File: src/sv/image_rotation_inverse_map_unit_assert.svh
// Assertion macros shared by the rotation unit modules.
`ifndef IMAGE_ROTATION_INVERSE_MAP_UNIT_ASSERT_SVH
`define IMAGE_ROTATION_INVERSE_MAP_UNIT_ASSERT_SVH
`ifndef SYNTHESIS
`define IRIM_ASSERT_IMPL(label, ante, cons) \
	label: assert property (@(posedge clk) disable iff (!arst_n) (ante) |-> (cons)) \
		else $error("assertion failed: same-cycle implication");
`define IRIM_ASSERT_NEXT(label, ante, cons) \
	label: assert property (@(posedge clk) disable iff (!arst_n) (ante) |=> (cons)) \
		else $error("assertion failed: next-cycle implication");
`else
`define IRIM_ASSERT_IMPL(label, ante, cons)
`define IRIM_ASSERT_NEXT(label, ante, cons)
`endif
`endif

File: src/sv/irim_pkg.sv
// Shared types, constants and register codes of the rotation unit.
`default_nettype none
package irim_pkg;

	// Image geometry and number formats.
	localparam int SRC_DIM    = 256;
	localparam int SRC_AW     = 8;
	localparam int OUT_DIM    = 512;
	localparam int PIXEL_BITS = 24;
	localparam int FRAC_BITS  = 14;

	localparam int SDIM_W  = 9;
	localparam int ODIM_W  = 10;
	localparam int POS_W   = 9;
	localparam int TRIG_W  = 16;
	localparam int DELTA_W = 11;
	localparam int PROD_W  = DELTA_W + TRIG_W;
	localparam int SUM_W   = PROD_W + 2;
	localparam int COORD_W = SUM_W - FRAC_BITS;
	// Magnitude bits of a coordinate, below its sign bit.
	localparam int MAG_W   = COORD_W - 1;
	localparam int ADDR_W  = 2 * SRC_AW;
	localparam int CIDX_W  = 3;
	localparam int CDATA_W = 16;

	typedef logic [SDIM_W-1:0]         sdim_t;
	typedef logic [ODIM_W-1:0]         odim_t;
	typedef logic [POS_W-1:0]          pos_t;
	typedef logic signed [TRIG_W-1:0]  trig_t;
	typedef logic signed [DELTA_W-1:0] delta_t;
	typedef logic signed [PROD_W-1:0]  prod_t;
	typedef logic signed [SUM_W-1:0]   sum_t;
	typedef logic [COORD_W-1:0]        coord_t;
	typedef logic [PIXEL_BITS-1:0]     pix_t;
	typedef logic [ADDR_W-1:0]         addr_t;

	// Item operation codes.
	typedef enum logic {
		OP_STORE = 1'b0,
		OP_FETCH = 1'b1
	} op_t;

	// Configuration register indexes.
	typedef enum logic [CIDX_W-1:0] {
		REG_SRC_HEIGHT = 3'd0,
		REG_SRC_WIDTH  = 3'd1,
		REG_OUT_HEIGHT = 3'd2,
		REG_OUT_WIDTH  = 3'd3,
		REG_SINE       = 3'd4,
		REG_COSINE     = 3'd5,
		REG_TURN_LEFT  = 3'd6
	} cfg_reg_t;

	// Configuration as seen by the datapath, dimensions already saturated.
	typedef struct packed {
		sdim_t              src_h;
		sdim_t              src_w;
		logic [SRC_AW-1:0]  src_h_half;
		logic [SRC_AW-1:0]  src_w_half;
		logic [POS_W-1:0]   out_h_half;
		logic [POS_W-1:0]   out_w_half;
		trig_t              sine;
		trig_t              cosine;
		logic               turn_left;
	} cfg_t;

	// Item leaving the mapping pipeline toward the memory stage.
	typedef struct packed {
		logic   fetch;
		logic   store_ok;
		coord_t x;
		coord_t y;
		addr_t  waddr;
		pix_t   pixel;
	} map_item_t;

endpackage
`default_nettype wire

File: src/sv/irim_cfg.sv
// Configuration registers of the rotation unit with dimension saturation.
`default_nettype none
module irim_cfg (
	input  wire logic                          clk,
	input  wire logic                          arst_n,
	input  wire logic                          cfg_valid,
	output logic                               cfg_ready,
	input  wire logic [irim_pkg::CIDX_W-1:0]   cfg_index,
	input  wire logic [irim_pkg::CDATA_W-1:0]  cfg_data,
	output irim_pkg::cfg_t                     cfg
);

	irim_pkg::sdim_t src_h_q;
	irim_pkg::sdim_t src_w_q;
	irim_pkg::odim_t out_h_q;
	irim_pkg::odim_t out_w_q;
	irim_pkg::trig_t sine_q;
	irim_pkg::trig_t cosine_q;
	logic            turn_left_q;

	irim_pkg::sdim_t sdim_sat;
	irim_pkg::odim_t odim_sat;

	// Writes are always taken.
	assign cfg_ready = 1'b1;

	// Saturate dimensions on the way in.
	always_comb begin
		sdim_sat = cfg_data[irim_pkg::SDIM_W-1:0];
		if (cfg_data[irim_pkg::SDIM_W-1:0] > irim_pkg::SDIM_W'(irim_pkg::SRC_DIM)) begin
			sdim_sat = irim_pkg::SDIM_W'(irim_pkg::SRC_DIM);
		end
		odim_sat = cfg_data[irim_pkg::ODIM_W-1:0];
		if (cfg_data[irim_pkg::ODIM_W-1:0] > irim_pkg::ODIM_W'(irim_pkg::OUT_DIM)) begin
			odim_sat = irim_pkg::ODIM_W'(irim_pkg::OUT_DIM);
		end
	end

	// Register file write decoder.
	always_ff @(posedge clk or negedge arst_n) begin
		if (!arst_n) begin
			src_h_q     <= irim_pkg::SDIM_W'(256);
			src_w_q     <= irim_pkg::SDIM_W'(256);
			out_h_q     <= irim_pkg::ODIM_W'(256);
			out_w_q     <= irim_pkg::ODIM_W'(256);
			sine_q      <= '0;
			cosine_q    <= irim_pkg::TRIG_W'(16384);
			turn_left_q <= 1'b0;
		end else if (cfg_valid && cfg_ready) begin
			unique case (cfg_index)
				irim_pkg::REG_SRC_HEIGHT: src_h_q     <= sdim_sat;
				irim_pkg::REG_SRC_WIDTH:  src_w_q     <= sdim_sat;
				irim_pkg::REG_OUT_HEIGHT: out_h_q     <= odim_sat;
				irim_pkg::REG_OUT_WIDTH:  out_w_q     <= odim_sat;
				irim_pkg::REG_SINE:       sine_q      <= cfg_data;
				irim_pkg::REG_COSINE:     cosine_q    <= cfg_data;
				irim_pkg::REG_TURN_LEFT:  turn_left_q <= cfg_data[0];
				default: ;
			endcase
		end
	end

	// Halves are rounded down, so they are plain shifts.
	always_comb begin
		cfg.src_h      = src_h_q;
		cfg.src_w      = src_w_q;
		cfg.src_h_half = src_h_q[irim_pkg::SDIM_W-1:1];
		cfg.src_w_half = src_w_q[irim_pkg::SDIM_W-1:1];
		cfg.out_h_half = out_h_q[irim_pkg::ODIM_W-1:1];
		cfg.out_w_half = out_w_q[irim_pkg::ODIM_W-1:1];
		cfg.sine       = sine_q;
		cfg.cosine     = cosine_q;
		cfg.turn_left  = turn_left_q;
	end

endmodule
`default_nettype wire

File: config.mk
export PLATFORM = sky130hd
export DESIGN_NAME = irim_cfg
export DESIGN_NICKNAME = d
export VERILOG_FILES = /design/src/sv/image_rotation_inverse_map_unit_assert.svh /design/src/sv/irim_pkg.sv /design/src/sv/irim_cfg.sv
export SDC_FILE = /design/constraint.sdc
export NUM_CORES = 1
export LEC_CHECK = 0
export ABC_AREA = 1
export ABC_CLOCK_PERIOD_IN_PS = 1850
export BUFFER_PORTS_ARGS = -buffer_cell sky130_fd_sc_hd__buf_2
export CAP_MARGIN = 20
export CORE_MARGIN = 8
export CORE_UTILIZATION = 52
export DETAILED_ROUTE_END_ITERATION = 10
export PLACE_DENSITY = 0.8
export SLEW_MARGIN = 20
export SYNTH_ARGS = -nofsm -noshare
export SYNTH_HDL_FRONTEND = slang
export SYNTH_SLANG_ARGS = --single-unit
File: constraint.sdc
create_clock -name clk -period 1.85 [get_ports clk]
set_clock_uncertainty 0.15 [all_clocks]
set_input_delay 0.185 -clock clk [delete_from_list [all_inputs] [get_ports clk]]
set_output_delay 0.185 -clock clk [all_outputs]
set_load 0.005 [all_outputs]
==> impl_metrics.toml <==
[outcome]
status = "finished, final reports clean"

[detailed_routing]
ant_nets = 0
first_pass_iters = 4
drt_iter0_markers = 207
drc_errors = 0
drt-total-wl_mm = 7.71
num_vias = 2509
wl_per_cell_um = 15.3
routed_via_density = 4.97

[floorplanning]
start_util = 0.528
pin_count = 108
dieArea_um2 = 8160
fp-row-count = 27
dieHeight_um = 90.3
fp.coreArea_um2 = 5440
fp.dieW_um = 90.3

[logic_synthesis]
synth_edf_count = 0
synth_commonest_cells = "nand2_1 (118), dfrtp_1 (64), inv_1 (21)"
synthCells = 320
syn-cell-area_um2 = 2870
ys_warn_count = 0
synth.distinct_cells = 22
synth_top_area_share = 0.557
synthFlopType = "dfrtp_1"
syn_nets = 342
post-synth-top-area-cell = "dfrtp_1"
async_flop_share = 1.00
yosysSeqAreaShare = 0.603
synth_area_leaders = "dfrtp_1 (56%), nand2_1 (15%), buf_4 (4.7%)"
avgSynthCellArea_um2 = 8.98
synth.most_common_cell = "nand2_1"
ys_seq_elements = 69

[grt]
antenna_found_initial = 0
grt_max_degree = 70
first_global_vias = 2566
grt_pass1_wl_mm = 12.8
overflow = 0
track_usage = 0.195

[place]
port_buffers = 106
dp_slack_ns = 0.306
dpl.hpwl_mm = 5.27
dp.cells = 474
globalplace.congestion = 0.845

[setup_path]
worstPathArrival_ns = 1.74
cp-start-kind = "primary input"
critPathRequiredTime_ns = 1.97
cp_max_fo = 12
path_class = "primary input to register"
crit_path_end_kind = "register"

[timing]
rsz0062_at_grt = "false"
finalHoldViolCount = 0
fin_setup_tns_ns = 0
post-route-min-period_ns = 1.62
max_freq_mhz = 617
drv_slew = 0
post-route-period-util = 0.876
hold_ws_ns = 0.0508
setup_viol = 0
fin_ws_ns = 0.229

[cts]
postCtsSetupRepairBufs = 0
cts_tree = "yes"
clkTransAtPathRegs_ns = 0.07
htreeDepth = 3
clockBufferDepth = 2
cts_sinks = 69
clock_latency_ns = 0.34
cts.root.buffer_cell = "clkbuf_8"
ctsResizeCount = 0
cts_buffers = 9

[hold_path]
min_path_type = "primary input to register"

[cells_and_area]
drive_above_1_share = 0.328
fin_cells = 505
final_nets = 450
fill_cells = 435
syn_to_final_growth_pct = 29.4
antenna_cells = 0
regArea_um2 = 1730
multi_input_area_um2 = 845

[power_and_ir_drop]
power_density_nw_per_um2 = 1090
vdd_drop_max_mv = 0.708
leakage_nw = 2.17

[job]
maxCapViolCount = 0
## kinds of logic after synthesis
kind of cell / share of synthesized area
simple gates: 0.222
flops: 0.603
buf+inv: 0.103
compound gates: 0.0705
other cells: 0.00130
## power breakdown
| part | switching, W | internal (W) | leakage [nW] |
|---|---|---|---|
| Clock | 0.000541 | 0.000829 | 0.116 |
| Combinational | 0.000402 | 0.000365 | 1.18 |
| Sequential | 0.000148 | 0.00178 | 0.872 |
| Total | 0.00109 | 0.00297 | 2.17 |
## cell type report
type | count | area share
Clock buffer | 12 | 0.0417
Tap cell | 72 | 0.0242
Inverter | 25 | 0.0259
Sequential cell | 69 | 0.466
Clock inverter | 4 | 0.0188
Timing Repair Buffer | 126 | 0.196
Multi-Input combinational cell | 197 | 0.227
## timing repair
action | in CTS | in global routing
hold buffers | 15 | 0
setup endpoints to repair | 0 | 0
endpoints found under the hold margin | 90 | 0
## cell usage in the layout, fill, tap and decap left out, types with 2 or more instances in the layout
cell,count
nand2_1,118
dlygate4sd3_1,15
nand2_2,2
buf_2,106
dfstp_2,5
nor2_1,13
inv_1,21
o21ai_0,18
inv_2,3
o21ai_1,17
clkbuf_8,11
nand3_1,19
dfrtp_1,64
clkinv_2,2
buf_4,4
bufinv_16,2
nand3_2,2
nor2_2,3
## critical path: stages
cell	delay, ns
dlygate4sd3_1	0.52
buf_2	0.15
inv_1	0.15
nand2_1	0.08
nor2_2	0.15
nand3_1	0.10
nand2_2	0.21
nand3_1	0.12
nand2_1	0.07
## worst paths after layout
check / from / endpoint / slack [ns] / depth (start not counted)
max in group asynchronous: arst_n / out_h_q[8] / 0.97 / 3
worst max register to register: out_w_q[8] / out_w_q[8] / 0.92 / 2
worst max-delay path: cfg_data[2] / out_w_q[5] / 0.23 / 9
worst min-delay path: cfg_data[8] / out_w_q[8] / 0.05 / 3
min in group asynchronous: arst_n / sine_q[13] / 0.23 / 3
worst min register to register: cosine_q[14] / cosine_q[14] / 0.33 / 2
## metal layers
| layer | vias up | GRT usage | wire length [um] |
|---|---|---|---|
| met4 | 0 | 0.112 | 225 |
| li1 | 1200 | - | - |
| met5 | - | 0 | 0 |
| met1 | 1168 | 0.232 | 3200 |
| met3 | 21 | 0.0540 | 583 |
| met2 | 120 | 0.310 | 3700 |
## per-stage QoR
step                cell area, um2  power [W]   util
floorplan                     2870    0.00231      -
global placement              3340    0.00267  0.615
detailed placement            3340    0.00270  0.615
CTS                           3720    0.00410  0.684
global route                  3720    0.00428  0.684
finish                        3720    0.00406  0.684
## registers in the layout (all words and copies together), names as in the netlist
signal       flops
turn_left_q      1
out_w_q          9
out_h_q          9
src_w_q          9
src_h_q          9
sine_q          16
cosine_q        16
Note: power is estimated with default switching activity, not from simulation.
