===== src/sv/image_rotation_inverse_map_unit_assert.svh =====
// Assertion macros shared by the rotation unit modules.
`ifndef IMAGE_ROTATION_INVERSE_MAP_UNIT_ASSERT_SVH
`define IMAGE_ROTATION_INVERSE_MAP_UNIT_ASSERT_SVH
`ifndef SYNTHESIS
`define IRIM_ASSERT_IMPL(label, ante, cons) \
	label: assert property (@(posedge clk) disable iff (!arst_n) (ante) |-> (cons)) \
		else $error("assertion failed: same-cycle implication");
`define IRIM_ASSERT_NEXT(label, ante, cons) \
	label: assert property (@(posedge clk) disable iff (!arst_n) (ante) |=> (cons)) \
		else $error("assertion failed: next-cycle implication");
`else
`define IRIM_ASSERT_IMPL(label, ante, cons)
`define IRIM_ASSERT_NEXT(label, ante, cons)
`endif
`endif


===== src/sv/irim_pkg.sv =====
// Shared types, constants and register codes of the rotation unit.
`default_nettype none
package irim_pkg;

	// Image geometry and number formats.
	localparam int SRC_DIM    = 256;
	localparam int SRC_AW     = 8;
	localparam int OUT_DIM    = 512;
	localparam int PIXEL_BITS = 24;
	localparam int FRAC_BITS  = 14;

	localparam int SDIM_W  = 9;
	localparam int ODIM_W  = 10;
	localparam int POS_W   = 9;
	localparam int TRIG_W  = 16;
	localparam int DELTA_W = 11;
	localparam int PROD_W  = DELTA_W + TRIG_W;
	localparam int SUM_W   = PROD_W + 2;
	localparam int COORD_W = SUM_W - FRAC_BITS;
	// Magnitude bits of a coordinate, below its sign bit.
	localparam int MAG_W   = COORD_W - 1;
	localparam int ADDR_W  = 2 * SRC_AW;
	localparam int CIDX_W  = 3;
	localparam int CDATA_W = 16;

	typedef logic [SDIM_W-1:0]         sdim_t;
	typedef logic [ODIM_W-1:0]         odim_t;
	typedef logic [POS_W-1:0]          pos_t;
	typedef logic signed [TRIG_W-1:0]  trig_t;
	typedef logic signed [DELTA_W-1:0] delta_t;
	typedef logic signed [PROD_W-1:0]  prod_t;
	typedef logic signed [SUM_W-1:0]   sum_t;
	typedef logic [COORD_W-1:0]        coord_t;
	typedef logic [PIXEL_BITS-1:0]     pix_t;
	typedef logic [ADDR_W-1:0]         addr_t;

	// Item operation codes.
	typedef enum logic {
		OP_STORE = 1'b0,
		OP_FETCH = 1'b1
	} op_t;

	// Configuration register indexes.
	typedef enum logic [CIDX_W-1:0] {
		REG_SRC_HEIGHT = 3'd0,
		REG_SRC_WIDTH  = 3'd1,
		REG_OUT_HEIGHT = 3'd2,
		REG_OUT_WIDTH  = 3'd3,
		REG_SINE       = 3'd4,
		REG_COSINE     = 3'd5,
		REG_TURN_LEFT  = 3'd6
	} cfg_reg_t;

	// Configuration as seen by the datapath, dimensions already saturated.
	typedef struct packed {
		sdim_t              src_h;
		sdim_t              src_w;
		logic [SRC_AW-1:0]  src_h_half;
		logic [SRC_AW-1:0]  src_w_half;
		logic [POS_W-1:0]   out_h_half;
		logic [POS_W-1:0]   out_w_half;
		trig_t              sine;
		trig_t              cosine;
		logic               turn_left;
	} cfg_t;

	// Item leaving the mapping pipeline toward the memory stage.
	typedef struct packed {
		logic   fetch;
		logic   store_ok;
		coord_t x;
		coord_t y;
		addr_t  waddr;
		pix_t   pixel;
	} map_item_t;

endpackage
`default_nettype wire


===== src/sv/irim_map.sv =====
// Four-stage pipeline mapping an output position back to a source position.
`default_nettype none
`include "image_rotation_inverse_map_unit_assert.svh"
module irim_map (
	input  wire logic                 clk,
	input  wire logic                 arst_n,
	input  wire irim_pkg::cfg_t       cfg,
	input  wire logic                 in_valid,
	output logic                      in_ready,
	input  wire logic                 operation,
	input  wire irim_pkg::pos_t       row,
	input  wire irim_pkg::pos_t       col,
	input  wire irim_pkg::pix_t       pixel_in,
	output logic                      m_valid,
	input  wire logic                 m_ready,
	output irim_pkg::map_item_t       m_item
);

	logic v_s1, v_s2, v_s3, v_s4;
	logic rdy_1, rdy_2, rdy_3, rdy_4;

	// Stage 1: offsets from the output center.
	logic              fetch_s1, store_ok_s1;
	irim_pkg::delta_t  dr_s1, dc_s1;
	irim_pkg::addr_t   waddr_s1;
	irim_pkg::pix_t    pixel_s1;

	// Stage 2: the four products.
	logic              fetch_s2, store_ok_s2;
	irim_pkg::prod_t   p_rc_s2, p_cs_s2, p_cc_s2, p_rs_s2;
	irim_pkg::addr_t   waddr_s2;
	irim_pkg::pix_t    pixel_s2;

	// Stage 3: fixed-point source coordinates.
	logic              fetch_s3, store_ok_s3;
	irim_pkg::sum_t    xs_s3, ys_s3;
	irim_pkg::addr_t   waddr_s3;
	irim_pkg::pix_t    pixel_s3;

	// Stage 4: integer coordinates, truncated toward zero.
	irim_pkg::map_item_t item_s4;

	irim_pkg::sum_t    xs_c, ys_c, xt_c, yt_c;
	logic              src_ok_c;

	// Each stage moves when it is empty or the one after it moves.
	assign rdy_4    = !v_s4 || m_ready;
	assign rdy_3    = !v_s3 || rdy_4;
	assign rdy_2    = !v_s2 || rdy_3;
	assign rdy_1    = !v_s1 || rdy_2;
	assign in_ready = rdy_1;
	assign m_valid  = v_s4;
	assign m_item   = item_s4;

	// Valid bits travel with the data.
	always_ff @(posedge clk or negedge arst_n) begin
		if (!arst_n) begin
			v_s1 <= 1'b0;
			v_s2 <= 1'b0;
			v_s3 <= 1'b0;
			v_s4 <= 1'b0;
		end else begin
			if (rdy_1) v_s1 <= in_valid;
			if (rdy_2) v_s2 <= v_s1;
			if (rdy_3) v_s3 <= v_s2;
			if (rdy_4) v_s4 <= v_s3;
		end
	end

	// A store keeps only positions inside the source store.
	assign src_ok_c = (row < irim_pkg::POS_W'(irim_pkg::SRC_DIM)) &&
		(col < irim_pkg::POS_W'(irim_pkg::SRC_DIM));

	always_ff @(posedge clk) begin
		if (rdy_1) begin
			fetch_s1    <= (operation == irim_pkg::OP_FETCH);
			store_ok_s1 <= src_ok_c;
			dr_s1       <= irim_pkg::delta_t'(row) - irim_pkg::delta_t'(cfg.out_h_half);
			dc_s1       <= irim_pkg::delta_t'(col) - irim_pkg::delta_t'(cfg.out_w_half);
			waddr_s1    <= {row[irim_pkg::SRC_AW-1:0], col[irim_pkg::SRC_AW-1:0]};
			pixel_s1    <= pixel_in;
		end
	end

	// Multipliers, one register after each.
	always_ff @(posedge clk) begin
		if (rdy_2) begin
			fetch_s2    <= fetch_s1;
			store_ok_s2 <= store_ok_s1;
			p_rc_s2     <= irim_pkg::prod_t'(dr_s1) * irim_pkg::prod_t'(cfg.cosine);
			p_cs_s2     <= irim_pkg::prod_t'(dc_s1) * irim_pkg::prod_t'(cfg.sine);
			p_cc_s2     <= irim_pkg::prod_t'(dc_s1) * irim_pkg::prod_t'(cfg.cosine);
			p_rs_s2     <= irim_pkg::prod_t'(dr_s1) * irim_pkg::prod_t'(cfg.sine);
			waddr_s2    <= waddr_s1;
			pixel_s2    <= pixel_s1;
		end
	end

	// Combine products by rotation direction and add the source center.
	always_comb begin
		if (cfg.turn_left) begin
			xs_c = irim_pkg::sum_t'(p_rc_s2) + irim_pkg::sum_t'(p_cs_s2);
			ys_c = irim_pkg::sum_t'(p_cc_s2) - irim_pkg::sum_t'(p_rs_s2);
		end else begin
			xs_c = irim_pkg::sum_t'(p_rc_s2) - irim_pkg::sum_t'(p_cs_s2);
			ys_c = irim_pkg::sum_t'(p_cc_s2) + irim_pkg::sum_t'(p_rs_s2);
		end
		xs_c = xs_c + (irim_pkg::sum_t'(cfg.src_h_half) << irim_pkg::FRAC_BITS);
		ys_c = ys_c + (irim_pkg::sum_t'(cfg.src_w_half) << irim_pkg::FRAC_BITS);
	end

	always_ff @(posedge clk) begin
		if (rdy_3) begin
			fetch_s3    <= fetch_s2;
			store_ok_s3 <= store_ok_s2;
			xs_s3       <= xs_c;
			ys_s3       <= ys_c;
			waddr_s3    <= waddr_s2;
			pixel_s3    <= pixel_s2;
		end
	end

	// Negative sums get a bias of one less than unity so the shift truncates toward zero.
	always_comb begin
		xt_c = xs_s3;
		yt_c = ys_s3;
		if (xs_s3[irim_pkg::SUM_W-1]) begin
			xt_c = xs_s3 + irim_pkg::sum_t'((1 << irim_pkg::FRAC_BITS) - 1);
		end
		if (ys_s3[irim_pkg::SUM_W-1]) begin
			yt_c = ys_s3 + irim_pkg::sum_t'((1 << irim_pkg::FRAC_BITS) - 1);
		end
	end

	always_ff @(posedge clk) begin
		if (rdy_4) begin
			item_s4.fetch    <= fetch_s3;
			item_s4.store_ok <= store_ok_s3;
			item_s4.x        <= xt_c[irim_pkg::SUM_W-1:irim_pkg::FRAC_BITS];
			item_s4.y        <= yt_c[irim_pkg::SUM_W-1:irim_pkg::FRAC_BITS];
			item_s4.waddr    <= waddr_s3;
			item_s4.pixel    <= pixel_s3;
		end
	end

	// The input stalls only when every stage holds an item.
	`IRIM_ASSERT_IMPL(a_stall_only_full, !rdy_1, v_s1 && v_s2 && v_s3 && v_s4)
	// An accepted item lands in stage 1.
	`IRIM_ASSERT_NEXT(a_accept_fills_s1, in_valid && in_ready, v_s1)
	// A stalled stage 3 item keeps its sums.
	`IRIM_ASSERT_NEXT(a_s3_holds, v_s3 && !rdy_3, v_s3 && $stable(xs_s3) && $stable(ys_s3))

endmodule
`default_nettype wire


===== config.mk =====
export PLATFORM = sky130hd
export DESIGN_NAME = irim_map
export DESIGN_NICKNAME = d
export VERILOG_FILES = /design/src/sv/irim_pkg.sv /design/src/sv/irim_map.sv
export VERILOG_INCLUDE_DIRS = /design/src /design/src/sv
export SDC_FILE = /design/constraint.sdc
export NUM_CORES = 2
export LEC_CHECK = 0
export ABC_CLOCK_PERIOD_IN_PS = 5800
export BUFFER_PORTS_ARGS = -buffer_cell sky130_fd_sc_hd__buf_4
export CAP_MARGIN = 20
export CORE_ASPECT_RATIO = 1.1
export CORE_MARGIN = 5
export CORE_UTILIZATION = 40
export CTS_CLUSTER_DIAMETER = 50
export DETAILED_ROUTE_END_ITERATION = 16
export GPL_TIMING_DRIVEN = 0
export RECOVER_POWER = 50
export SLEW_MARGIN = 20
export SYNTH_ARGS = -nofsm -noshare
export SYNTH_HDL_FRONTEND = slang
export SYNTH_SLANG_ARGS = --single-unit

===== constraint.sdc =====
create_clock -name clk -period 5.8 [get_ports clk]
set_input_delay 0.87 -clock clk [delete_from_list [all_inputs] [get_ports clk]]
set_output_delay 0.87 -clock clk [all_outputs]
set_load 0.05 [all_outputs]

==> results list <==
- Syn. warnings: 0
* Tightest hold margin: 0.0990 ns
- Total setup violations reported at the end of the flow: 4
- CTS tree: done
- Total congestion overflow after global routing: 0
- Number of global-route vias before repair: 29,687
- Highest clock frequency the design can meet: 168 MHz
- The final-report max-slew violation count is 75.
- The first global-routing pass estimated ~160,000 um of wire.
* Netlist area before placement: 40,700 sq um
- Worst flop-to-flop path startpoint: dc_s1[4]
- Most frequent cells in the layout: sky130_fd_sc_hd__inv_1, sky130_fd_sc_hd__fa_1, sky130_fd_sc_hd__nand2_1
- Max-cap violations in this run came to 2.
- Summing all non-filler instances in the final layout gives an area of 47,600 sq um.
- Clock tree synthesis found a total of roughly 380 sinks.
- Count of antenna-violating nets left after detailed routing: 0
- Vertical extent of the die: 345 um
- Core Rows: 122
* Setup repair after global routing missed its margin: true
* Critical Path AT: 6.28 ns
- Clock tree synthesis inserted a total of 53 buffers.
- Clock period minus worst slack: ~5.9 ns
* Post-route setup slack: -0.142 ns
* Number of nets in the finished design: 5,355
* Outcome: finished with violations
- Once placement finished, the instance area stood at 44,000 sq um.
- Sequential share of the synthesized area: 0.283
* Routed vias: 28,598
- Leaving out fill and tap cells, the most frequent cell in the layout is sky130_fd_sc_hd__inv_1.
- Prevailing post-synth register cell: sky130_fd_sc_hd__edfxtp_1
- Max-slew headroom: -0.867
- The critical path is of the reg2reg type.
* Area added between synthesis and finish: 17.0%
- Port buffering added 156 buffers.
- Maximum number of pins on one net before global-route repair: 52
* Aggregate routed wire length: approximately 100,000 um
- Area of the core: 101,000 sq um
* Number of cell instances on the worst register-to-register path: 23
- Aggregate global-route resource usage: 0.191
- In the routed design, unresolved DRC markers number 0.
- For this configuration, the core starts out at a cell density of 0.403.
- Number of vias per cell after detailed routing: between 4 and 5
* R2r setup slk: -0.14 ns
- Reg-to-Reg End: p_cs_s2[25]
- The initial antenna violation count came to 6.
- Crit share post-route: 1.02
* Worst clock skew: 0.0357 ns
* Post-synth EDFFs: 380
- Crit path max fanout: 4
- Crit path required time: 6.14 ns
- Count of hold-fix buffers inserted at cts: 0
- For this run, asynchronously set or reset flops after synthesis account for 0.0104.
- Clock latency of the later-clocked register in the worst-skew pair: approximately 0.62 ns
- Ports: around 210
- Detailed placement ended at an HPWL of 83,000 um.
* Clock tree buffer depth: 3
* Number of H-tree branching levels: 2
* Hold Crit Class: in2async
- Hold violation count in the final report: 0
- Clock-pin slew was measured on the worst setup and hold paths at 0.06 ns.
- DRT iter0 DRCs: 1,947
- The checks that failed: max-capacitance violations, max-slew violations, negative setup slack.
* Final RePlAce weighted congestion: ~0.9
- STA classifies the critical path endpoint as a register.
* Total of flip-flops plus latches after synthesis: roughly 380
- Core utilization of the finished layout: 0.472
- In this run, distinct cell masters in the synthesized netlist total between 70 and 80.
- Area of the die: 108,000 sq um
* Worst-Margin Slew: 2.80 ns
* Detailed-route wire length per cell: 18.0 um
* Clk root buf: sky130_fd_sc_hd__clkbuf_16
* Net count after synthesis: approximately 5,000
* Overall die width: 314 um
- After synthesis, the mean cell area works out to 10.2 sq um.
- Of the cells placed in the final design, the portion with a size suffix greater than 1 is 0.124.
- STA classifies the critical path startpoint as a register.
- Syn Inst Count: 3,994
- Total iterations of the first detailed-routing run: 5
==> cell type report <==
class | count | area [sq um]
clock inverters | 40 | 380
multi-input cells | 2639 | 26300
fillers | 9486 | 53300
plain buffers | 129 | 1120
inverters | 837 | 3150
well taps | 1364 | 1710
diodes | 1 | 2.50
repair buffers | 283 | 2060
flip-flops and latches | 384 | 11500
clock buffers | 60 | 1380
==> worst max-delay path by stage <==
| stage | slack [ns] | endpoint | startpoint | cells past startpoint |
|---|---|---|---|---|
| floorplan | -0.31 | p_cs_s2[25] | cfg[22] | 22 |
| global placement | -1.55 | xs_s3[28] | cfg[0] | 26 |
| detailed placement | -1.61 | xs_s3[28] | cfg[0] | 26 |
| CTS | -0.14 | p_cs_s2[25] | dc_s1[4] | 23 |
| global route | -0.32 | p_cs_s2[25] | dc_s1[4] | 23 |
| finish | -0.14 | p_cs_s2[25] | dc_s1[4] | 23 |
==> cell families after synthesis <==
family / Yosys count / share of synthesized area
simple gates: 1061 / 0.125
buf+inv: 971 / 0.0896
fa+ha+maj: 896 / 0.379
compound gates: 412 / 0.0641
flops: 384 / 0.283
xor+xnor: 264 / 0.0570
mux: 6 / 0.00181
==> timing repair <==
item | CTS | global route
pin swaps | 30 | 84
cloned | 0 | 1
gates resized for setup | 187 | 220
setup buffers | 70 | 47
setup endpoints to repair | 78 | 34
==> critical path, cell delays in order, from the launching register on <==
cell,delay [ns]
sky130_fd_sc_hd__edfxtp_1,0.38
sky130_fd_sc_hd__buf_6,0.16
sky130_fd_sc_hd__clkbuf_16,0.15
sky130_fd_sc_hd__and2_4,0.13
sky130_fd_sc_hd__fa_1,0.55
sky130_fd_sc_hd__inv_2,0.04
sky130_fd_sc_hd__fa_1,0.54
sky130_fd_sc_hd__inv_1,0.05
sky130_fd_sc_hd__fa_1,0.45
sky130_fd_sc_hd__fa_1,0.50
sky130_fd_sc_hd__inv_1,0.05
sky130_fd_sc_hd__fa_1,0.49
sky130_fd_sc_hd__inv_2,0.05
sky130_fd_sc_hd__ha_4,0.20
sky130_fd_sc_hd__o21a_1,0.19
sky130_fd_sc_hd__o21a_1,0.19
sky130_fd_sc_hd__or3_1,0.32
sky130_fd_sc_hd__o21ai_2,0.08
sky130_fd_sc_hd__nor3_2,0.06
sky130_fd_sc_hd__o21a_1,0.21
sky130_fd_sc_hd__o41a_1,0.36
sky130_fd_sc_hd__a211oi_2,0.25
sky130_fd_sc_hd__a21oi_1,0.11
sky130_fd_sc_hd__xnor2_1,0.15
==> cells in the mapped netlist, drive strengths merged (26+ instances only) <==
| cell type | instances | area [sq um] |
|---|---|---|
| xor2 | 71 | 629 |
| nor3 | 28 | 140 |
| o21a | 26 | 195 |
| inv | 835 | 3130 |
| and2 | 243 | 1520 |
| nand2b | 37 | 231 |
| xnor2 | 193 | 1690 |
| nand2 | 424 | 1590 |
| nand3 | 34 | 170 |
| ha | 334 | 4180 |
| fa | 562 | 11300 |
| a21o | 66 | 495 |
| a21oi | 139 | 696 |
| clkbuf | 133 | 499 |
| nor2 | 177 | 664 |
| o21ai | 81 | 405 |
| edfxtp | 380 | 11400 |
==> sequential cells by signal (all words and copies together) (netlist names), 26 cells and up <==
register and count:
xs_s3 29, p_rs_s2 26, m_item 72, ys_s3 29, p_cs_s2 26, p_rc_s2 26, p_cc_s2 26
==> per-stage QoR <==
step | setup TNS, ns | setup WS, ns | cells
after floorplan | -0.544 | -0.310 | 3994
after global placement | -110.72 | -1.55 | 5514
after detailed placement | -72.41 | -1.61 | 5525
after CTS | -0.325 | -0.137 | 5693
after global routing | -2.08 | -0.322 | 5736
final | -0.266 | -0.142 | 5737
==> layer usage <==
| layer | GRT usage | wire [um] | vias to the layer above |
|---|---|---|---|
| met1 | 0.247 | 41700 | 14452 |
| met2 | 0.328 | 50700 | 743 |
| met3 | 0.0396 | 7970 | 155 |
| met4 | 0.0532 | 3000 | 4 |
| li1 | - | - | 13244 |
| met5 | 0 | 26 | - |
Power is left out: the tool's default activity adds up to more than one toggle a clock period on the data nets, which glitch-free logic cannot reach.
